`src/design/tile_map_box_collision_defines.svh`:
```
// Assertion macros used by the top-level design file.
`ifndef TILE_MAP_BOX_COLLISION_DEFINES_SVH
`define TILE_MAP_BOX_COLLISION_DEFINES_SVH

`ifndef SYNTHESIS
// Checked property, masked while reset is asserted.
`define TMBC_ASSERT(lbl, clk, rstn, prop, msg) \
  lbl: assert property (@(posedge clk) disable iff (!rstn) prop) else $error(msg);
// Checked property, active during reset as well.
`define TMBC_ASSERT_ALWAYS(lbl, clk, prop, msg) \
  lbl: assert property (@(posedge clk) prop) else $error(msg);
`else
`define TMBC_ASSERT(lbl, clk, rstn, prop, msg)
`define TMBC_ASSERT_ALWAYS(lbl, clk, prop, msg)
`endif

`endif

```
`src/design/tmbc_pkg.sv`:
```
`timescale 1ns / 1ps

package tmbc_pkg;

  // Map geometry
  localparam int TILE_SHIFT = 6;
  localparam int MAX_COLS   = 1024;
  localparam int MAX_ROWS   = 256;
  localparam int COL_W      = 10;
  localparam int ROW_W      = 8;
  localparam int ADDR_W     = COL_W + ROW_W;
  localparam int DEPTH      = MAX_COLS * MAX_ROWS;

  // Word field widths
  localparam int CODE_W  = 11;
  localparam int POS_W   = 18;
  localparam int SIZE_W  = 16;
  localparam int CFG_W   = 11;
  localparam int CFG_IDX_W = 1;

  // Tile codes stored as empty
  localparam logic signed [CODE_W-1:0] TILE_BLANK = -11'sd1;
  localparam logic signed [CODE_W-1:0] TILE_GOAL  = 11'sd100;

  // Configuration register indexes
  localparam logic [CFG_IDX_W-1:0] CFG_MAP_COLS = 1'd0;
  localparam logic [CFG_IDX_W-1:0] CFG_MAP_ROWS = 1'd1;

  typedef enum logic [2:0] {
    ST_CLEAR,
    ST_IDLE,
    ST_CALC,
    ST_SCAN,
    ST_WAIT,
    ST_DONE
  } state_t;

  // Controller to datapath
  typedef struct packed {
    logic clr_en;    // write zero at clear address
    logic wr_tile;   // store accepted tile word
    logic q_load;    // latch accepted query box
    logic calc;      // register scan bounds
    logic scan;      // issue one tile read and step
    logic res_load;  // load output register
  } cmd_t;

  // Datapath to controller
  typedef struct packed {
    logic clr_last;
    logic side_hit;
    logic empty;
    logic scan_last;
    logic hit_seen;
    logic out_free;
  } stat_t;

endpackage

```
`src/design/tmbc_ctrl.sv`:
```
`timescale 1ns / 1ps

module tmbc_ctrl (
  input  logic            clk,
  input  logic            rst_n,
  input  logic            in_valid,
  input  logic            in_action,
  output logic            in_stall,
  input  tmbc_pkg::stat_t stat,
  output tmbc_pkg::cmd_t  cmd
);

  tmbc_pkg::state_t state_r, state_nxt;
  logic accept;

  always_ff @(posedge clk) begin
    if (!rst_n) begin
      state_r <= tmbc_pkg::ST_CLEAR;
    end else begin
      state_r <= state_nxt;
    end
  end

  assign accept = in_valid && !in_stall;

  // Next state
  always_comb begin
    state_nxt = state_r;
    case (state_r)
      tmbc_pkg::ST_CLEAR: begin
        if (stat.clr_last) state_nxt = tmbc_pkg::ST_IDLE;
      end
      tmbc_pkg::ST_IDLE: begin
        if (accept && in_action) state_nxt = tmbc_pkg::ST_CALC;
      end
      tmbc_pkg::ST_CALC: begin
        if (stat.side_hit || stat.empty) state_nxt = tmbc_pkg::ST_DONE;
        else state_nxt = tmbc_pkg::ST_SCAN;
      end
      tmbc_pkg::ST_SCAN: begin
        if (stat.hit_seen) state_nxt = tmbc_pkg::ST_DONE;
        else if (stat.scan_last) state_nxt = tmbc_pkg::ST_WAIT;
      end
      tmbc_pkg::ST_WAIT: begin
        state_nxt = tmbc_pkg::ST_DONE;
      end
      tmbc_pkg::ST_DONE: begin
        if (stat.out_free) state_nxt = tmbc_pkg::ST_IDLE;
      end
      default: state_nxt = tmbc_pkg::ST_CLEAR;
    endcase
  end

  // Outputs
  always_comb begin
    cmd      = '0;
    in_stall = 1'b1;
    case (state_r)
      tmbc_pkg::ST_CLEAR: cmd.clr_en = 1'b1;
      tmbc_pkg::ST_IDLE: begin
        in_stall    = 1'b0;
        cmd.wr_tile = accept && !in_action;
        cmd.q_load  = accept && in_action;
      end
      tmbc_pkg::ST_CALC: cmd.calc = 1'b1;
      tmbc_pkg::ST_SCAN: cmd.scan = !stat.hit_seen;
      tmbc_pkg::ST_WAIT: cmd = '0;
      tmbc_pkg::ST_DONE: cmd.res_load = stat.out_free;
      default: cmd = '0;
    endcase
  end

endmodule

```
`config.mk`:
```
export PLATFORM = sky130hd
export DESIGN_NAME = tmbc_ctrl
export DESIGN_NICKNAME = d
export VERILOG_FILES = /design/src/design/tile_map_box_collision_defines.svh /design/src/design/tmbc_pkg.sv /design/src/design/tmbc_ctrl.sv
export SDC_FILE = /design/constraint.sdc
export NUM_CORES = 1
export LEC_CHECK = 0
export ABC_AREA = 1
export BUFFER_PORTS_ARGS = -buffer_cell sky130_fd_sc_hd__buf_4
export CAP_MARGIN = 20
export CORE_AREA = 2 2 39 41
export CTS_CLUSTER_DIAMETER = 40
export DETAILED_ROUTE_END_ITERATION = 6
export DIE_AREA = 0 0 41 43
export GPL_TIMING_DRIVEN = 0
export PLACE_DENSITY = 0.54
export SLEW_MARGIN = 20
export SYNTH_ARGS = -nofsm -noshare
export SYNTH_HDL_FRONTEND = slang
export SYNTH_SLANG_ARGS = --single-unit
```
`constraint.sdc`:
```
create_clock -name clk -period 1.2 [get_ports clk]
set_clock_uncertainty 0.15 [all_clocks]
set_input_delay 0.24 -clock clk [delete_from_list [all_inputs] [get_ports clk]]
set_output_delay 0.24 -clock clk [all_outputs]
set_load 0.005 [all_outputs]
```
# After elaboration in Yosys (flattened, before gate mapping)
# Index checks and enable logic that the tools add are counted.
# Widths: inputs -> output; s select.
classes:
  eq_ne: 9
  muxes: 13
  n_reduce_logical: 8
ops:
  columns: ["cell", "n"]
  rows:
  - ["$mux 3", 6]
  - ["$pmux 3 s6", 1]
  - ["$eq 3x2->1 const B", 2]
  - ["$eq 3x3->1 const B", 2]
  - ["$mux 1", 5]
  - ["$ne 2x2->1 const B", 2]
  - ["$reduce_and 4->1", 1]
  - ["$eq 3x1->1 const B", 1]
  - ["$logic_and 1x1->1", 3]
  - ["$logic_not 3->1", 1]
  - ["$ne 3x3->1 const B", 1]
  - ["$logic_not 1->1", 2]
  - ["$mux 2", 1]
  - ["$ne 2x1->1 const B", 1]
  - ["$logic_or 1x1->1", 1]
totals:
  ff_bits: 3
  input_bits: 10
  output_inout_bits: 7
  word_cells: 31

# Longest topological paths before layout
# Gate-level depths: netlist of run 1.
depth:
  ltp_word: 5
  mapped_depth: 8
  ltp_nobuf: 8

# Least setup slack after synthesis of run 1
# No wires, ideal clock.
synth_timing:
  path_kind: "register to output"
  startpoint: "register state_r[2]"
  endpoint: "output port cmd[0] (netlist bit)"
  arrival_time_ns: 0.804
  required_ns: 0.810
  setup_slack_ns: 0.006
  stages_incl_launch_ff: 4
  path_buffers: 1
  path_cell_list: "dfxtp_1 -> buf_6 -> clkinv_4 -> nor4_1"
synth_rtl:
  columns: ["element", "line_no", "source"]
  rows:
  - ["from (decl)", "tmbc_ctrl.sv:13", "tmbc_pkg::state_t state_r, state_nxt;"]
  - ["from (signal assigned)", "tmbc_ctrl.sv:18", "state_r <= tmbc_pkg::ST_CLEAR;"]
  - ["from (signal assigned)", "tmbc_ctrl.sv:20", "state_r <= state_nxt;"]
  - ["to (decl)", "tmbc_ctrl.sv:10", "output tmbc_pkg::cmd_t cmd"]

==> run_results.csv, run 1 <==
group,metric,value,unit
cells_and_area,nFillCells,144,
power_and_ir_drop,power_report.internal_total,0.7210,mW
cells_and_area,finalInstanceArea,599.3,um2
power_and_ir_drop,power-per-cell-area,2097,nW/um2
routing,route.antenna.remaining_nets,0,
setup_path,cp_data_required_time,0.81,ns
power_and_ir_drop,power_leakage,0.3080,nW
job,maxCapViolCount,0,
setup_path,timing_worst_setup_path_type,"flip-flop to primary output",
clock_network,root_buffer,"clkbuf_4",
setup_path,largest_delay_contributor_family_on_the_critical_path,"flip-flops",
yosys,synth_seq_cells,3,
setup_path,worstReg2RegStart,"state_r[2]",
yosys,yosysUniqueCellTypes,21,
setup_path,cpMaxStageDelayCell,"dfxtp_4",
timing,report.final.slew_viol_count,0,
setup_path,worstSetupEndpointType,"primary output",
yosys,syn-num-nets,63,
clock_network,clock_tree_from_tritoncts,"yes",
die,fp.dieArea,1763,um2
yosys,synthCells,53,
clock_network,worst_setup_hold_path_clk_slew,0.04,ns
setup_path,cp_slowest_stage_delay,0.36,ns
clock_network,cts_num_sinks,3,
routing,drc,0,
grt,largest_net_degree_at_the_start_of_global_routing,7,
placement,gp_congestion,0.7572,
routing,detail_routed_net_length_per_standard_cell,9.177,um
yosys,seq_area_frac_synth,18.82,%
run_status,failed_checks,"negative setup slack",
setup_path,path_buf_inv,3,
cells_and_area,final_nets,91,
cells_and_area,top_regs,"state_r: 3 flops",
grt,grt_pass1_vias,375,
timing,slew_headroom,84.10,%
hold_path,whs_path_depth,3,
yosys,syn-cell-area,319.1,um2
grt,initial_antenna_violation_count,0,
yosys,mean_syn_cell_area,6.020,um2
clock_network,cts_max_level,1,
power_and_ir_drop,pwr-share-seq,19.7,%
placement,postPlaceCellArea,459.2,um2
power_and_ir_drop,power_switching_share,42.63,%
timing,worst_setup_slack_final,-0.2381,ns
setup_path,cp_data_arrival_time,1.05,ns
die,die_y,43,um
cells_and_area,regMostFlops,"state_r",
power_and_ir_drop,clockPowerShare,14.2,%
timing,report.final.hold_viol_count,0,
cells_and_area,area.growth.synth_to_final,87.84,%
power_and_ir_drop,p_sw,0.5358,mW
clock_network,clk_path_buf_depth,2,
setup_path,timing.critical_path.cells,"inv_6, nand3_4, inv_2, nand2_2, nor2_1, buf_4",
timing,worst_slew_pin_slew,0.2360,ns
routing,routed_wirelength,881,um
grt,grt-ovfl-total,0,
routing,first_iter_violations,6,
run_status,status,"complete, but fails checks",
yosys,yosysWarningCount,0,
power_and_ir_drop,max-vdd-ir-drop,851.4,uV
timing,finalCritPeriodShare,119.8,%
grt,grt_pass1_wl,1.366,mm
setup_path,cp-start-kind,"flip-flop",
die,initial_core_util,23.06,%
clock_network,clock_latency,0.23,ns
timing,max_freq,695.4,MHz
cells_and_area,layout-drive-gt1-share,62.50,%
timing,setup_tns,-1.574,ns
timing,fin_worst_hold_slack,0.08340,ns
cells_and_area,diodes_inserted,0,
routing,vias_per_cell,4.177,
hold_path,hold_class,"primary input to flip-flop",
hold_path,timing.hold.worst.start,"rst_n",
power_and_ir_drop,comb_power_share,66.2,%
timing,min_period,1.438,ns
setup_path,timing.critical_path.fanout_max,5,
routing,vias,401,
hold_path,hold-path-endpoint,"state_r[1]",
setup_path,timing.rr.end,"state_r[2]",
setup_path,ff2ff_path_depth,8,
die,rows,14,
die,io-pin-count,17,
routing,number_of_detailed_route_iterations_in_the_first_pass,2,
grt,groute.usage.overall,11.43,%
placement,post-dp-hpwl,562.5,um
power_and_ir_drop,total_power,1.257,mW
timing,finalSetupViolCount,10,
placement,io_buffers,16,
cells_and_area,largest_register_ff_count,3,
clock_network,cts_hold_repair.buffers,0,
setup_path,reg2reg_setup_slack,-0.12,ns
die,placeableCoreArea,1384,um2
clock_network,tritoncts_buffers,3,
die,chipWidth,41,um
timing,grt_setup_unrepaired,"true",
worst max-delay path by stage:
| stage | startpoint | to | slack [ns] | depth (start not counted) |
|---|---|---|---|---|
| 2_1_floorplan | state_r[2] | cmd[0] | 0.006 | 3 |
| 3_3_place_gp | state_r[2] | cmd[0] | -0.14 | 4 |
| 3_5_place_dp | state_r[2] | cmd[0] | -0.14 | 4 |
| 4_1_cts | state_r[2] | cmd[4] | -0.27 | 7 |
| 5_1_grt | state_r[1] | cmd[3] | -0.30 | 6 |
| 6_report | state_r[1] | cmd[3] | -0.24 | 6 |
per-layer routing:
metal	track usage (%)	part of all wire (%)
met1	13.46	42
met2	17.81	52
met3	1.571	4.5
met4	8.000	1.2
met5	0	0
cells in the final DEF, fill, tap and decap left out, drive strengths merged:
cell type	count
a21oi	3
a22oi	1
buf	24
clkbuf	4
clkinv	1
dfxtp	3
inv	11
nand2	11
nand3	5
nand4	1
nor2	12
nor3	1
nor4	1
o21ai	2
metrics by stage:
stage,utilization [%],std cells,worst slack (ns)
final,43.31,96,-0.2381
after global routing,43.31,96,-0.3000
after CTS,42.13,96,-0.2723
after detailed placement,33.18,85,-0.1379
after global placement,33.18,85,-0.1362
after floorplan,-,53,0.005707
power by group through the flow:
stage	sequential [mW]	combinational (mW)	clock [mW]
after detailed placement	0.178	0.598	0
after floorplan	0.172	0.424	0
after global routing	0.258	0.924	0.201
after CTS	0.200	0.853	0.181
after global placement	0.179	0.602	0
final	0.247	0.831	0.178
logic make-up after synthesis:
kind of cell	Yosys count	share of synthesized area, %
AO/OA/AOI/OAI	6	11.37
buffers and inverters	13	19.21
flip-flops	3	18.82
AND/OR/NAND/NOR	31	50.59
cell usage after synthesis (all sizes together):
| library cell | instances | area [um2] |
|---|---|---|
| clkinv | 2 | 12.51 |
| nand3 | 5 | 40.04 |
| nor4 | 1 | 6.260 |
| inv | 10 | 37.53 |
| nand4 | 1 | 6.260 |
| a22oi | 1 | 7.510 |
| nor2 | 12 | 60.06 |
| o21ai | 2 | 10.00 |
| nor3 | 1 | 5.000 |
| dfxtp | 3 | 60.06 |
| a21oi | 3 | 18.77 |
| nand2 | 11 | 43.80 |
| buf | 1 | 11.26 |
cell type report:
| cell class | count | area [um2] | share of cell area [%] |
|---|---|---|---|
| Timing Repair Buffer | 24 | 187.7 | 31.32 |
| Tap cell | 16 | 20.02 | 3.340 |
| Sequential cell | 3 | 71.32 | 11.90 |
| Clock buffer | 4 | 26.28 | 4.384 |
| Inverter | 12 | 57.56 | 9.603 |
| Multi-Input combinational cell | 37 | 236.5 | 39.46 |
tightest hold or removal path, delay by kind of cell:
family	cells	cell delay (ns)
buffers and inverters	2	0.16
AO/OA/AOI/OAI	1	0.03
timing repair:
action                                  in CTS  in global routing
endpoints found under the setup margin       9                 10
gates resized for setup                     15                  7
gates cloned                                 0                  0
buffers inserted                             7                  1
pin swaps                                    6                  5
No activity file was read; power rests on OpenSTA's default activity.
==> inputs of run 2 (changes only) <==
--- a/config.mk
+++ b/config.mk
@@ -14,6 +14,7 @@
 export DIE_AREA = 0 0 41 43
 export GPL_TIMING_DRIVEN = 0
 export PLACE_DENSITY = 0.54
+export REMOVE_ABC_BUFFERS = 1
 export SLEW_MARGIN = 20
 export SYNTH_ARGS = -nofsm -noshare
 export SYNTH_HDL_FRONTEND = slang
==> run_results.csv, run 2 (synthesis gave the netlist of run 1 again) <==
group,metric,value,unit
cells_and_area,layout-drive-gt1-share,58.23,%
die,placeableCoreArea,1384,um2
hold_path,hold_class,"primary input to flip-flop",
timing,worst_setup_slack_final,-0.2317,ns
routing,routed_wirelength,857,um
power_and_ir_drop,max-vdd-ir-drop,893.9,uV
clock_network,clock_tree_from_tritoncts,"yes",
routing,route.antenna.remaining_nets,0,
clock_network,worst_setup_hold_path_clk_slew,0.04,ns
die,initial_core_util,23.06,%
placement,post-dp-hpwl,583.1,um
setup_path,cp-start-kind,"flip-flop",
cells_and_area,nFillCells,146,
setup_path,cp-startpoint,"state_r[1]",
setup_path,cp_data_required_time,0.81,ns
cells_and_area,finish.cell_count_without_fillers,95,
placement,dpl.cell_count,84,
grt,largest_net_degree_at_the_start_of_global_routing,7,
cells_and_area,final_nets,90,
setup_path,worstSetupPathDepth,6,
routing,drc,0,
clock_network,cts_hold_repair.buffers,0,
run_status,status,"complete, but fails checks",
placement,placement.setup.worst_slack,-0.3060,ns
routing,number_of_detailed_route_iterations_in_the_first_pass,4,
routing,detail_routed_net_length_per_standard_cell,9.021,um
cells_and_area,sequential_cell_area,71.32,um2
cells_and_area,multi_input_area,226.5,um2
die,rows,14,
setup_path,worstReg2RegStart,"state_r[2]",
clock_network,clock_latency,0.23,ns
clock_network,root_buffer,"clkbuf_4",
power_and_ir_drop,total_power,1.242,mW
cells_and_area,utilization,43.58,%
grt,grt_pass1_wl,1.373,mm
setup_path,timing.rr.end,"state_r[2]",
timing,finalSetupViolCount,10,
setup_path,largest_delay_contributor_family_on_the_critical_path,"flip-flops",
clock_network,cts_num_sinks,3,
timing,slew_headroom,86.70,%
setup_path,reg2reg_setup_slack,-0.17,ns
job,maxCapViolCount,0,
clock_network,cts_max_level,1,
cells_and_area,layout.cells.most_common,"buf_4",
routing,first_iter_violations,11,
grt,initial_antenna_violation_count,0,
power_and_ir_drop,power-per-cell-area,2059,nW/um2
cells_and_area,diodes_inserted,0,
die,fp.dieArea,1763,um2
timing,finalCritPeriodShare,119.3,%
cells_and_area,regMostFlops,"state_r",
clock_network,tritoncts_buffers,3,
setup_path,path_buf_inv,4,
die,chipWidth,41,um
cells_and_area,area.growth.synth_to_final,89.02,%
timing,max_freq,698.5,MHz
setup_path,timing_worst_setup_path_type,"flip-flop to primary output",
setup_path,timing.critical_path.cells,"inv_4, buf_12, nor2_4, nand2_1, inv_1, buf_6",
die,die_y,43,um
timing,setup_tns,-1.771,ns
timing,min_period,1.432,ns
timing,grt_setup_unrepaired,"true",
setup_path,worstSetupEndpointType,"primary output",
routing,vias_per_cell,4.432,
timing,report.final.slew_viol_count,0,
power_and_ir_drop,power_leakage,0.3118,nW
setup_path,critPathCapture,"cmd[2]",
cells_and_area,top_regs,"state_r: 3 flops",
clock_network,clk_path_buf_depth,2,
routing,vias,421,
die,io-pin-count,17,
timing,worst_slew_pin_slew,0.1988,ns
cells_and_area,largest_register_ff_count,3,
setup_path,cp_data_arrival_time,1.04,ns
setup_path,ff2ff_path_depth,8,
setup_path,timing.critical_path.fanout_max,4,
run_status,failed_checks,"negative setup slack",
cells_and_area,layout_common_cells,"17 x buf_4, 8 x nand2_1, 8 x nor2_1",
placement,gp_congestion,0.7653,
grt,groute.usage.overall,11.32,%
grt,grt-ovfl-total,0,
placement,io_buffers,16,
setup_path,cp_slowest_stage_delay,0.37,ns
setup_path,cpMaxStageDelayCell,"dfxtp_4",
timing,report.final.hold_viol_count,0,
grt,grt_pass1_vias,370,
-- run 2: worst min path at each step --
stage / slack [ns] / from / depth (start not counted) / endpoint
2_1_floorplan: 0.20 / rst_n / 2 / state_r[1]
4_1_cts: 0.08 / rst_n / 3 / state_r[1]
5_1_grt: 0.1 / rst_n / 3 / state_r[1]
3_3_place_gp: 0.33 / rst_n / 3 / state_r[1]
3_5_place_dp: 0.33 / rst_n / 3 / state_r[1]
6_report: 0.09 / rst_n / 3 / state_r[1]
-- run 2: layer usage --
layer	global-route usage [%]	vias to the layer above	part of all wire, %
li1	-	216	-
met1	13.10	193	38
met2	17.50	12	56
met3	3.665	0	5.5
met4	6.000	0	0
met5	0	-	0
-- run 2: layout make-up --
cell class	instances	share of cell area, %
Clock buffer	4	4.357
Inverter	12	9.129
Multi-Input combinational cell	37	37.55
Sequential cell	3	11.83
Tap cell	16	3.320
Timing Repair Buffer	23	33.82
-- run 2: through the flow --
step / area, um2 / hold WS (ns)
2_1_floorplan: 307.8 / 0.1992
3_3_place_gp: 447.9 / 0.3342
3_5_place_dp: 447.9 / 0.3345
4_1_cts: 594.3 / 0.08369
5_1_grt: 603.1 / 0.09603
6_report: 603.1 / 0.08810
-- run 2: report_power, final --
part / switching [mW] / internal [mW]
clock: 0.0513 / 0.125
combinational: 0.394 / 0.435
sequential: 0.0751 / 0.162
total: 0.520 / 0.721
-- run 2: what timing repair did --
| item | CTS | global route |
|---|---|---|
| pin swaps | 5 | 5 |
| endpoints found under the hold margin | 0 | 0 |
| resized for setup | 19 | 2 |
| setup endpoints to repair | 10 | 10 |
| buffers inserted | 7 | 0 |
-- run 2: worst register-to-register path: cells and delay by family, from the launching register on --
kind / cells / cell delay (ns)
and+or+nand+nor: 6 / 0.51
buffers and inverters: 2 / 0.25
DFF: 1 / 0.35
