**config.mk**
```make
export PLATFORM = sky130hd
export DESIGN_NAME = tmbc_dp
export DESIGN_NICKNAME = d
export VERILOG_FILES = /design/src/design/tile_map_box_collision_defines.svh /design/src/design/tmbc_pkg.sv /design/src/design/tmbc_dp.sv
export SDC_FILE = /design/constraint.sdc
export NUM_CORES = 1
export LEC_CHECK = 0
export ABC_AREA = 1
export BUFFER_PORTS_ARGS = -buffer_cell sky130_fd_sc_hd__buf_4
export CAP_MARGIN = 10
export CORE_MARGIN = 4
export CORE_UTILIZATION = 49
export DETAILED_ROUTE_END_ITERATION = 12
export PLACE_DENSITY = 0.71
export SETUP_SLACK_MARGIN = 0.5
export SYNTH_ARGS = -nofsm -noshare
export SYNTH_HDL_FRONTEND = slang
export SYNTH_SLANG_ARGS = --single-unit
```
**constraint.sdc**
```tcl
create_clock -name clk -period 5.7 [get_ports clk]
set_input_delay 0.57 -clock clk [delete_from_list [all_inputs] [get_ports clk]]
set_output_delay 0.57 -clock clk [all_outputs]
set_load 0.005 [all_outputs]
```
**src/design/tile_map_box_collision_defines.svh**
```systemverilog
// Assertion macros used by the top-level design file.
`ifndef TILE_MAP_BOX_COLLISION_DEFINES_SVH
`define TILE_MAP_BOX_COLLISION_DEFINES_SVH

`ifndef SYNTHESIS
// Checked property, masked while reset is asserted.
`define TMBC_ASSERT(lbl, clk, rstn, prop, msg) \
  lbl: assert property (@(posedge clk) disable iff (!rstn) prop) else $error(msg);
// Checked property, active during reset as well.
`define TMBC_ASSERT_ALWAYS(lbl, clk, prop, msg) \
  lbl: assert property (@(posedge clk) prop) else $error(msg);
`else
`define TMBC_ASSERT(lbl, clk, rstn, prop, msg)
`define TMBC_ASSERT_ALWAYS(lbl, clk, prop, msg)
`endif

`endif

```
**src/design/tmbc_pkg.sv**
```systemverilog
`timescale 1ns / 1ps

package tmbc_pkg;

  // Map geometry
  localparam int TILE_SHIFT = 6;
  localparam int MAX_COLS   = 1024;
  localparam int MAX_ROWS   = 256;
  localparam int COL_W      = 10;
  localparam int ROW_W      = 8;
  localparam int ADDR_W     = COL_W + ROW_W;
  localparam int DEPTH      = MAX_COLS * MAX_ROWS;

  // Word field widths
  localparam int CODE_W  = 11;
  localparam int POS_W   = 18;
  localparam int SIZE_W  = 16;
  localparam int CFG_W   = 11;
  localparam int CFG_IDX_W = 1;

  // Tile codes stored as empty
  localparam logic signed [CODE_W-1:0] TILE_BLANK = -11'sd1;
  localparam logic signed [CODE_W-1:0] TILE_GOAL  = 11'sd100;

  // Configuration register indexes
  localparam logic [CFG_IDX_W-1:0] CFG_MAP_COLS = 1'd0;
  localparam logic [CFG_IDX_W-1:0] CFG_MAP_ROWS = 1'd1;

  typedef enum logic [2:0] {
    ST_CLEAR,
    ST_IDLE,
    ST_CALC,
    ST_SCAN,
    ST_WAIT,
    ST_DONE
  } state_t;

  // Controller to datapath
  typedef struct packed {
    logic clr_en;    // write zero at clear address
    logic wr_tile;   // store accepted tile word
    logic q_load;    // latch accepted query box
    logic calc;      // register scan bounds
    logic scan;      // issue one tile read and step
    logic res_load;  // load output register
  } cmd_t;

  // Datapath to controller
  typedef struct packed {
    logic clr_last;
    logic side_hit;
    logic empty;
    logic scan_last;
    logic hit_seen;
    logic out_free;
  } stat_t;

endpackage

```
**src/design/tmbc_dp.sv**
```systemverilog
`timescale 1ns / 1ps

module tmbc_dp (
  input  logic                                 clk,
  input  logic                                 rst_n,
  input  tmbc_pkg::cmd_t                       cmd,
  output tmbc_pkg::stat_t                      stat,
  // input word fields
  input  logic [tmbc_pkg::COL_W-1:0]           in_tile_col,
  input  logic [tmbc_pkg::ROW_W-1:0]           in_tile_row,
  input  logic signed [tmbc_pkg::CODE_W-1:0]   in_tile_code,
  input  logic signed [tmbc_pkg::POS_W-1:0]    in_box_x,
  input  logic signed [tmbc_pkg::POS_W-1:0]    in_box_y,
  input  logic [tmbc_pkg::SIZE_W-1:0]          in_box_w,
  input  logic [tmbc_pkg::SIZE_W-1:0]          in_box_h,
  // configuration
  input  logic                                 cfg_valid,
  output logic                                 cfg_ready,
  input  logic [tmbc_pkg::CFG_IDX_W-1:0]       cfg_index,
  input  logic [tmbc_pkg::CFG_W-1:0]           cfg_data,
  // tile store
  output logic                                 ram_we,
  output logic [tmbc_pkg::ADDR_W-1:0]          ram_waddr,
  output logic                                 ram_wdata,
  output logic                                 ram_re,
  output logic [tmbc_pkg::ADDR_W-1:0]          ram_raddr,
  input  logic                                 ram_rdata,
  // result word
  output logic                                 out_valid,
  input  logic                                 out_stall,
  output logic                                 out_hit
);

  localparam int CW = tmbc_pkg::COL_W;
  localparam int RW = tmbc_pkg::ROW_W;
  localparam int TS = tmbc_pkg::TILE_SHIFT;
  localparam logic signed [19:0] TILE_PX_S = 20'sd1 <<< TS;

  // Configuration registers
  logic [10:0] map_cols_r;
  logic [8:0]  map_rows_r;

  assign cfg_ready = 1'b1;

  always_ff @(posedge clk) begin
    if (!rst_n) begin
      map_cols_r <= 11'd1;
      map_rows_r <= 9'd1;
    end else if (cfg_valid && cfg_ready) begin
      case (cfg_index)
        tmbc_pkg::CFG_MAP_COLS: map_cols_r <= cfg_data;
        tmbc_pkg::CFG_MAP_ROWS: map_rows_r <= cfg_data[8:0];
        default: ;
      endcase
    end
  end

  // Clear sweep address
  logic [tmbc_pkg::ADDR_W-1:0] clr_addr_r;

  always_ff @(posedge clk) begin
    if (!rst_n) begin
      clr_addr_r <= '0;
    end else if (cmd.clr_en) begin
      clr_addr_r <= clr_addr_r + 1'b1;
    end
  end

  // Tile write: blank and goal codes store as empty
  logic tile_solid;
  assign tile_solid = !(in_tile_code == tmbc_pkg::TILE_BLANK ||
                        in_tile_code == tmbc_pkg::TILE_GOAL);

  assign ram_we    = cmd.clr_en || cmd.wr_tile;
  assign ram_waddr = cmd.clr_en ? clr_addr_r : {in_tile_row, in_tile_col};
  assign ram_wdata = cmd.clr_en ? 1'b0 : tile_solid;

  // Latched query box
  logic signed [tmbc_pkg::POS_W-1:0] q_x_r, q_y_r;
  logic [tmbc_pkg::SIZE_W-1:0]       q_w_r, q_h_r;

  always_ff @(posedge clk) begin
    if (cmd.q_load) begin
      q_x_r <= in_box_x;
      q_y_r <= in_box_y;
      q_w_r <= in_box_w;
      q_h_r <= in_box_h;
    end
  end

  // Effective map size and its pixel extent
  logic [10:0] cols;
  logic [8:0]  rows;
  logic signed [19:0] mright_s, mbottom_s;

  always_comb begin
    if (map_cols_r == 11'd0) cols = 11'd1;
    else if (map_cols_r > 11'(tmbc_pkg::MAX_COLS)) cols = 11'(tmbc_pkg::MAX_COLS);
    else cols = map_cols_r;
    if (map_rows_r == 9'd0) rows = 9'd1;
    else if (map_rows_r > 9'(tmbc_pkg::MAX_ROWS)) rows = 9'(tmbc_pkg::MAX_ROWS);
    else rows = map_rows_r;
  end

  assign mright_s  = signed'(20'(cols) << TS);
  assign mbottom_s = signed'(20'(rows) << TS);

  // Box edges and tile bounds
  logic signed [19:0] left_s, top_s, right_s, bottom_s;
  logic signed [19:0] rm1_s, top_c_s, bot_c_s, bm1_s;
  logic [10:0]   sx, sy;
  logic [CW-1:0] ex;
  logic [RW-1:0] ey;
  logic          ey_none, side_hit;

  always_comb begin
    left_s   = 20'(q_x_r);
    top_s    = 20'(q_y_r);
    right_s  = left_s + signed'(20'(q_w_r));
    bottom_s = top_s + signed'(20'(q_h_r));
    side_hit = left_s[19] || (right_s > mright_s);
    // columns: left is known nonnegative when no side hit
    sx    = 11'(left_s >>> TS);
    rm1_s = right_s - 20'sd1;
    ex    = rm1_s[19] ? '0 : CW'(rm1_s >>> TS);
    // rows: clamp to the map, end index truncates toward zero
    top_c_s = top_s[19] ? 20'sd0 : top_s;
    sy      = 11'(top_c_s >>> TS);
    bot_c_s = (bottom_s > mbottom_s) ? mbottom_s : bottom_s;
    bm1_s   = bot_c_s - 20'sd1;
    ey_none = (bm1_s <= -TILE_PX_S);
    ey      = bm1_s[19] ? '0 : RW'(bm1_s >>> TS);
  end

  // Scan bounds and tile counters
  logic [CW-1:0] sx_r, ex_r, x_r;
  logic [RW-1:0] ey_r, y_r;
  logic          x_end;

  assign x_end = (x_r == ex_r);

  always_ff @(posedge clk) begin
    if (cmd.calc) begin
      sx_r <= CW'(sx);
      ex_r <= ex;
      ey_r <= ey;
      x_r  <= CW'(sx);
      y_r  <= RW'(sy);
    end else if (cmd.scan) begin
      if (x_end) begin
        x_r <= sx_r;
        y_r <= y_r + 1'b1;
      end else begin
        x_r <= x_r + 1'b1;
      end
    end
  end

  assign ram_re    = cmd.scan;
  assign ram_raddr = {y_r, x_r};

  // Hit accumulation over returning reads
  logic rd_valid_r, hit_r;

  always_ff @(posedge clk) begin
    if (!rst_n) begin
      rd_valid_r <= 1'b0;
      hit_r      <= 1'b0;
    end else begin
      rd_valid_r <= cmd.scan;
      if (cmd.q_load) hit_r <= 1'b0;
      else if (cmd.calc) hit_r <= side_hit;
      else if (rd_valid_r && ram_rdata) hit_r <= 1'b1;
    end
  end

  // Output register
  logic out_valid_r, out_hit_r;

  always_ff @(posedge clk) begin
    if (!rst_n) begin
      out_valid_r <= 1'b0;
    end else if (cmd.res_load) begin
      out_valid_r <= 1'b1;
    end else if (out_valid_r && !out_stall) begin
      out_valid_r <= 1'b0;
    end
  end

  always_ff @(posedge clk) begin
    if (cmd.res_load) out_hit_r <= hit_r;
  end

  assign out_valid = out_valid_r;
  assign out_hit   = out_hit_r;

  // Status
  assign stat.clr_last  = &clr_addr_r;
  assign stat.side_hit  = side_hit;
  assign stat.empty     = ey_none || (sx > 11'(ex)) || (sy > 11'(ey));
  assign stat.scan_last = x_end && (y_r == ey_r);
  assign stat.hit_seen  = hit_r;
  assign stat.out_free  = !out_valid_r || !out_stall;

endmodule
```
# After elaboration in Yosys (flattened, before gate mapping)
# Cells that the tools add are included.
# totals
out_inout_bits,48
word_cells,79
ff_bits,156
input_bits,120
# op_classes
magnitude_cmp,7
reduce_logical,23
n_mux,20
add_sub_neg,7
n_eq_ne,4
bitwise,2
# ops
operator,n
two-way mux 10 bit,4
adder 18 x 17 -> 19 bit,2
two-way mux 8 bit,4
two-way mux 11 bit,2
<= comparator 20 x 7 -> 1 bit (second input constant),1
two-way mux 20 bit,1
subtractor 19 x 2 -> 20 bit (second input constant),1
subtractor 20 x 2 -> 20 bit (second input constant),1
> comparator 19 x 16 -> 1 bit,1
> comparator 19 x 18 -> 1 bit,1
adder 18 x 1 -> 18 bit (second input constant),1
two-way mux 18 bit,1
two-way mux 9 bit,2
AND reduction 18 bit,1
two-way mux 17 bit,1
== test 11 x 1 -> 1 bit (second input constant),1
== test 11 x 8 -> 1 bit (second input constant),1
> comparator 11 x 10 -> 1 bit,1
> comparator 11 bit (second input constant),1
> comparator 11 x 8 -> 1 bit,1
zero test 11 bit,1
adder 10 x 1 -> 10 bit (second input constant),1
== test 10 bit,1
> comparator 9 bit (second input constant),1
11 further kinds,30

# Depth between registers and ports, before layout
# Gate-level depths: netlist (run 1).
# logic_depth
word_depth,9
depth_mapped,41
ltp_nobuf,40

# Worst setup path after synthesis (run 1)
# OpenSTA, ideal clock, no wires.
# synth_path
path_type,register -> output
startpoint,reg q_y_r[0] (netlist bit)
endpoint,out stat[3] (netlist bit)
t_arrival_ns,4.665
required_time_ns,5.130
path_slack_ns,0.465
path_stages_with_launch,39
path_cell_list,edfxtp_1 ha_1 fa_1 nand2_2 a21oi_2 nand3_1 nand2_2 a31o_2 xnor2_1 inv_1 ha_1 nand4_1 nor3_1 nand2_1 nor2_1 nand3_1 nand3_2 nand3_4 [3 not listed] nand2_4 nand3_4 nor2_4 nand2_1 o21ai_4 nor2_1 inv_1 ha_1 nand2_1 nor2_1 a211oi_1 o21ai_0 nand3_1 nand2_1 a21oi_1 o221ai_1 inv_1 nand2_1
# synth_lines
item,line_no,rtl
from (decl),tmbc_dp.sv:79,"logic signed [tmbc_pkg::POS_W-1:0] q_x_r, q_y_r;"
from (signal assigned),tmbc_dp.sv:85,q_y_r <= in_box_y;
to (decl),tmbc_dp.sv:7,"output tmbc_pkg::stat_t stat,"

==> qor.csv, run 1 <==
metric,value,unit
Routed WL per cell,15.1,um
CTS hold repair buffers,0,
"commonest non-fill, non-tap cell in the layout",nand2_1,
Post-synth ARST share,0,
CP max stage cell,edfxtp_1,
Chip Height,151,um
max incr delay on CP,0.42,ns
Global Route Usage Sum,0.222,
TritonRoute pass-1 iters,6,
Overflow after GRT,0,
Crit. Startpoint,q_h_r[0]$_DFFE_PP_,
"Core Util, Final",0.614,
startpoint types,flip-flop,
Ys Warns,0,
Worst Hold Class,primary input to flip-flop,
area of placed instances,11600,um2
Tcrit/Tclk final,1.07,
DIE WIDTH,151,um
antenna violations before repair,0,
Via density,5.25,
Worst-Skew Late Latency,0.43,ns
critical path type,flip-flop to primary output,
data arrival time of the worst path,5.54,ns
Mapped Area,10000,um2
DRC Markers,0,
Initial Util,0.496,
Max-Cap Viols,0,
clock network fraction of total power,0.282,
synthesized instance count,1224,
die area,22800,um2
Post-DRT Antenna Nets,0,
"Clk pin slew, worst setup/hold paths",0.07,ns
Power Dens Cells,299,nW/um2
outcome,finished with violations,
fill cell count,1805,
CTS tree,yes,
Multi-input gate area,5220,um2
Max VDD drop,0.195,mV
"EDFF count, synth",115,
RSZ-0062 raised after global routing,true,
CP Capture Type,primary output,
WP buf/inv,5,
"commonest cells after routing, fill and taps aside","nand2_1 (277), buf_4 (184), inv_1 (134)",
core area,20200,um2
Logic pwr share,0.338,
H-tree levels,4,
fin crit period,6.11,ns
Worst-Margin Slew,0.873,ns
drt total wl,25.5,mm
io pins,168,
vias in the first global route,8381,
vias,8882,
nets,1602,
FF-to-FF Start,q_h_r[0]$_DFFE_PP_,
#FFs+latches synth,156,
crit-path max FO,8,
max-slew violations,0,
clock buffer depth,2,
cell seen most often among critical-path stages,nand2_1,
# port buffers,166,
DP HPWL,19.9,mm
cts bufs inserted,17,
setup violators final,1,
syn nets,1418,
largest net degree at the start of global routing,70,
P_leak,0.00559,uW
RePlAce Congestion,0.929,
clk sinks,156,
hold_ws,0.312,ns
number of distinct library cells after synthesis,54,
FP Rows,52,
final instance area,12400,um2
layout cells sized above 1,0.211,
Root Buffer,clkbuf_16,
Layout Skew,0.00993,ns
sequential share of power,0.379,
min-delay src,in_box_w[5],
worst relative slew slack,0.418,
Layout area overhead,23.7,%
WP data required,5.13,ns
FF/Latch Area,4270,um2
fin worst setup slack,-0.411,ns
Highest Clock Rate,0.164,GHz
antenna fix cells,0,
first-pass GRT wire length,40.0,mm
failing checks,negative setup slack,
sequential fraction of the synthesis area,0.427,
Psw,1290,uW
Pint,2410,uW
Sw Ratio,0.349,
Final Hold Fails,0,
crit-path leading delay family,simple AND/OR/NAND/NOR gates,
ys flop type,edfxtp_1,
Syn Area/Cell,8.18,um2
initial DRC count,519,
## through the flow
| stage | TNS [ns] | power [uW] | std cells | worst slack (ns) |
|---|---|---|---|---|
| 6_report | -0.411 | 3710 | 1691 | -0.411 |
| 5_1_grt | -0.816 | 3940 | 1691 | -0.816 |
| 4_1_cts | -0.323 | 3660 | 1686 | -0.323 |
| 3_5_place_dp | 0 | 2590 | 1649 | 0.000892 |
| 3_3_place_gp | 0 | 2560 | 1649 | 0.0753 |
| 2_1_floorplan | 0 | 2230 | 1224 | 0.531 |
## power groups by stage
stage	Clock [uW]	Sequential [uW]	Combinational, uW
CTS	1060	1410	1190
floorplan	0	1410	823
global placement	0	1430	1140
global route	1110	1420	1410
finish	1050	1410	1250
detailed placement	0	1430	1160
## layer usage
layer,GRT usage,share of wire,up-vias
met5,0,0,-
met4,0.0612,0.021,0
met3,0.0586,0.076,44
met2,0.373,0.48,276
met1,0.282,0.43,4084
li1,-,-,4478
## cells by family after synthesis
kind of cell | Yosys count | share of synthesized area
xor gates and xnor gates | 52 | 0.0462
other | 1 | 0.000374
buffers and inverters | 170 | 0.0673
and+or+nand+nor | 593 | 0.265
AOI/OAI and AO/OA | 178 | 0.0998
DFF | 156 | 0.427
adders and majority gates | 74 | 0.0940
## worst paths after layout
path                              to  slack, ns  depth (start not counted)
hold / removal    q_w_r[5]$_DFFE_PP_       0.31                          1
hold reg to reg    out_hit$_DFFE_PP_       0.50                          0
setup / recovery             stat[3]      -0.41                         35
setup reg to reg   ey_r[3]$_DFFE_PP_       1.54                         27
## synthesized netlist by cell type, drive strengths merged, types with 3 or more instances
cell,count,share of area
inv,142,0.053
nand3,69,0.038
a21oi,66,0.034
xor2,26,0.023
buf,8,0.0066
nand2,305,0.12
xnor2,26,0.023
nand4,17,0.011
dfxtp,41,0.082
o21ai,87,0.045
nor2,144,0.059
nor4,13,0.0081
edfxtp,115,0.34
clkbuf,18,0.0067
or2,6,0.0037
o211ai,3,0.0022
o21bai,4,0.0030
a211oi,3,0.0022
nand3b,12,0.0090
ha,72,0.090
nor3,23,0.012
## flip-flops by register name (all words and copies together), names as in the netlist
signal      flops
ex_r           10
hit_r           1
out_hit         1
q_w_r          16
map_rows_r      9
y_r             8
ey_r            8
map_cols_r     11
sx_r           10
clr_addr_r     18
q_h_r          16
q_x_r          18
out_valid       1
rd_valid_r      1
q_y_r          18
x_r            10
## repair_timing
item,in CTS,in global routing
gates resized for setup,9,24
endpoints found under the setup margin,1,1
setup buffers,5,2
pin swaps,3,12
gates cloned,0,2
## area by class of cell
cell class | count | share of cell area
Clock buffer | 17 | 0.0344
Clock inverter | 15 | 0.00919
Inverter | 144 | 0.0436
Multi-Input combinational cell | 899 | 0.422
Sequential cell | 156 | 0.345
Tap cell | 270 | 0.0273
Timing Repair Buffer | 190 | 0.119
Power figures use the tool's default switching activity.
==> inputs of run 2 (changes only) <==
--- a/config.mk
+++ b/config.mk
@@ -11,7 +11,7 @@
 export CORE_MARGIN = 4
 export CORE_UTILIZATION = 49
 export DETAILED_ROUTE_END_ITERATION = 12
-export PLACE_DENSITY = 0.71
+export PLACE_DENSITY_LB_ADDON = 0.15
 export SETUP_SLACK_MARGIN = 0.5
 export SYNTH_ARGS = -nofsm -noshare
 export SYNTH_HDL_FRONTEND = slang
==> constraint.sdc (replaced) <==
create_clock -name clk -period 5.7 [get_ports clk]
set_input_delay 0.855 -clock clk [delete_from_list [all_inputs] [get_ports clk]]
set_output_delay 0.855 -clock clk [all_outputs]
set_load 0.005 [all_outputs]
==> run 2 against run 1 <==
Net effect: the flow still finishes with violations (negative setup slack); final cell count increased by 1.9%; first-iteration DRC count is 3.7% lower; flip-flop and latch count unchanged; sequential share of layout area decreased by 1.1 points; critical path type unchanged; largest cell class unchanged.
==> qor.csv, run 2 (synthesized netlist as in run 1, its figures left out) <==
metric,value,unit,change
Pint,2520,uW,+4.5%
fin crit period,6.30,ns,+0.192 ns
clock network fraction of total power,0.288,,+0.006
Layout area overhead,27.7,%,
failing checks,negative setup slack,,
Chip Height,151,um,unchanged
Crit. Startpoint,q_h_r[0]$_DFFE_PP_,,
Final Hold Fails,0,,unchanged
layout cells sized above 1,0.242,,+0.0305
core area,20200,um2,unchanged
die area,22800,um2,unchanged
FF-to-FF Start,q_h_r[0]$_DFFE_PP_,,
Routed WL per cell,15.3,um,+1.5%
FP Rows,52,,unchanged
CP max stage cell,fa_2,,
max incr delay on CP,0.39,ns,-0.03 ns
largest net degree at the start of global routing,70,,unchanged
WP buf/inv,4,,-1
CTS tree,yes,,
Max-Cap Viols,0,,unchanged
Power Dens Cells,306,nW/um2,+2.3%
vias,8887,,+0.056%
startpoint types,flip-flop,,
hold_ws,0.489,ns,+0.178 ns
cts bufs inserted,17,,unchanged
antenna fix cells,0,,unchanged
Tcrit/Tclk final,1.11,,+0.0337
H-tree levels,4,,unchanged
clock buffer depth,2,,unchanged
max-slew violations,0,,unchanged
initial DRC count,500,,-3.7%
final instance area,12800,um2,+3.2%
CP Capture Type,primary output,,
Overflow after GRT,0,,unchanged
outcome,finished with violations,,
Logic pwr share,0.351,,+0.013
Max VDD drop,0.186,mV,-4.8%
nets,1634,,+2.0%
Root Buffer,clkbuf_16,,
Worst-Skew Late Latency,0.43,ns,about the same
Psw,1390,uW,+7.7%
DIE WIDTH,151,um,unchanged
critical path type,flip-flop to primary output,,
antenna violations before repair,1,,+1
Layout Cells excl Fill,1723,,+1.9%
area of placed instances,11900,um2,+2.4%
data arrival time of the worst path,5.45,ns,-0.09 ns
Sw Ratio,0.356,,+0.00693
sequential share of power,0.361,,-0.018
TritonRoute pass-1 iters,5,,-1
CTS hold repair buffers,0,,unchanged
cell seen most often among critical-path stages,nand2_1,,
fin worst setup slack,-0.603,ns,-0.192 ns
clk sinks,156,,unchanged
P_leak,0.00580,uW,+3.6%
worst relative slew slack,0.265,,-0.153
DP Worst Slack,-0.0818,ns,-0.0827 ns
min-delay src,clr_addr_r[17]$_SDFFE_PN0P_,,
Global Route Usage Sum,0.230,,+0.00785
Largest regs,"clr_addr_r: 18 flops, q_x_r: 18 flops, q_y_r: 18 flops",,
crit-path max FO,6,,-2
RePlAce Congestion,0.947,,+1.9%
"commonest non-fill, non-tap cell in the layout",nand2_1,,
io pins,168,,unchanged
Initial Util,0.496,,unchanged
setup violators final,1,,unchanged
Worst Hold Class,flip-flop to flip-flop,,
Post-DRT Antenna Nets,0,,unchanged
WP data required,4.85,ns,-0.28 ns
Worst-Margin Slew,1.09,ns,+0.218 ns
drt total wl,26.4,mm,+3.4%
# port buffers,166,,unchanged
"Core Util, Final",0.634,,+0.0198
Layout Skew,0.0141,ns,+0.00417 ns
Highest Clock Rate,0.159,GHz,-3.0%
DRC Markers,0,,unchanged
vias in the first global route,8373,,-0.095%
"Clk pin slew, worst setup/hold paths",0.07,ns,about the same
DP HPWL,20.6,mm,+3.4%
Via density,5.16,,-1.8%
Cells after DPL,1684,,+2.1%
"commonest cells after routing, fill and taps aside","nand2_1 (276), buf_4 (219), inv_1 (133)",,
crit-path leading delay family,simple AND/OR/NAND/NOR gates,,
first-pass GRT wire length,41.2,mm,+3.0%
fill cell count,1778,,-1.5%
RSZ-0062 raised after global routing,true,,
[run 2: cell types whose count changed in the layout (fill, tap and decap cells not counted), sizes merged]
cell,before,now
clkinvlp,4,0
clkbuf,19,17
clkinv,7,11
buf,188,222
[run 2: cell type report]
| type | count | area [um2] | share of cell area |
|---|---|---|---|
| Clock buffer | 17 | 425 | 0.0333 |
| Clock inverter | 15 | 176 | 0.0138 |
| Inverter | 144 | 541 | 0.0423 |
| Multi-Input combinational cell | 899 | 5350 | 0.419 |
| Sequential cell | 156 | 4270 | 0.334 |
| Tap cell | 270 | 338 | 0.0264 |
| Timing Repair Buffer | 222 | 1680 | 0.131 |
[run 2: what timing repair did]
action | CTS | global route
gates resized for setup | 15 | 39
buffers inserted | 1 | 4
pin swaps | 6 | 25
setup endpoints to repair | 1 | 2
cloned | 2 | 0
[run 2: stage by stage]
step	power [uW]	TNS, ns
2_1_floorplan	2230	0
5_1_grt	4150	-0.963
6_report	3910	-0.603
3_5_place_dp	2690	-0.0818
4_1_cts	3840	-0.478
3_3_place_gp	2660	-0.0258
[run 2: path summary, 6_finish.rpt]
path                                  to  slack, ns  cells past startpoint
max                              stat[3]      -0.60                     39
min          clr_addr_r[17]$_SDFFE_PN0P_       0.49                      2
max reg2reg            ey_r[3]$_DFFE_PP_       1.45                     28
min reg2reg  clr_addr_r[17]$_SDFFE_PN0P_       0.49                      2
[run 2: power groups by stage]
stage	sequential [uW]	combinational, uW	clock [uW]
global placement	1430	1230	0
CTS	1410	1290	1140
floorplan	1410	827	0
detailed placement	1430	1250	0
finish	1410	1380	1130
global route	1420	1530	1200
[run 2: tightest hold or removal path, delay by kind of cell, from the launching register on]
kind,cells,cell delay [ns]
compound gates,1,0.07
buf+inv,1,0.06
flops,1,0.31
[run 2: metal layers]
| metal | routed length (um) | vias to the layer above | GRT usage |
|---|---|---|---|
| li1 | - | 4535 | - |
| met1 | 11300 | 4031 | 0.298 |
| met2 | 12500 | 287 | 0.381 |
| met3 | 2190 | 32 | 0.0628 |
| met4 | 355 | 2 | 0.0594 |
| met5 | 20 | - | 0 |
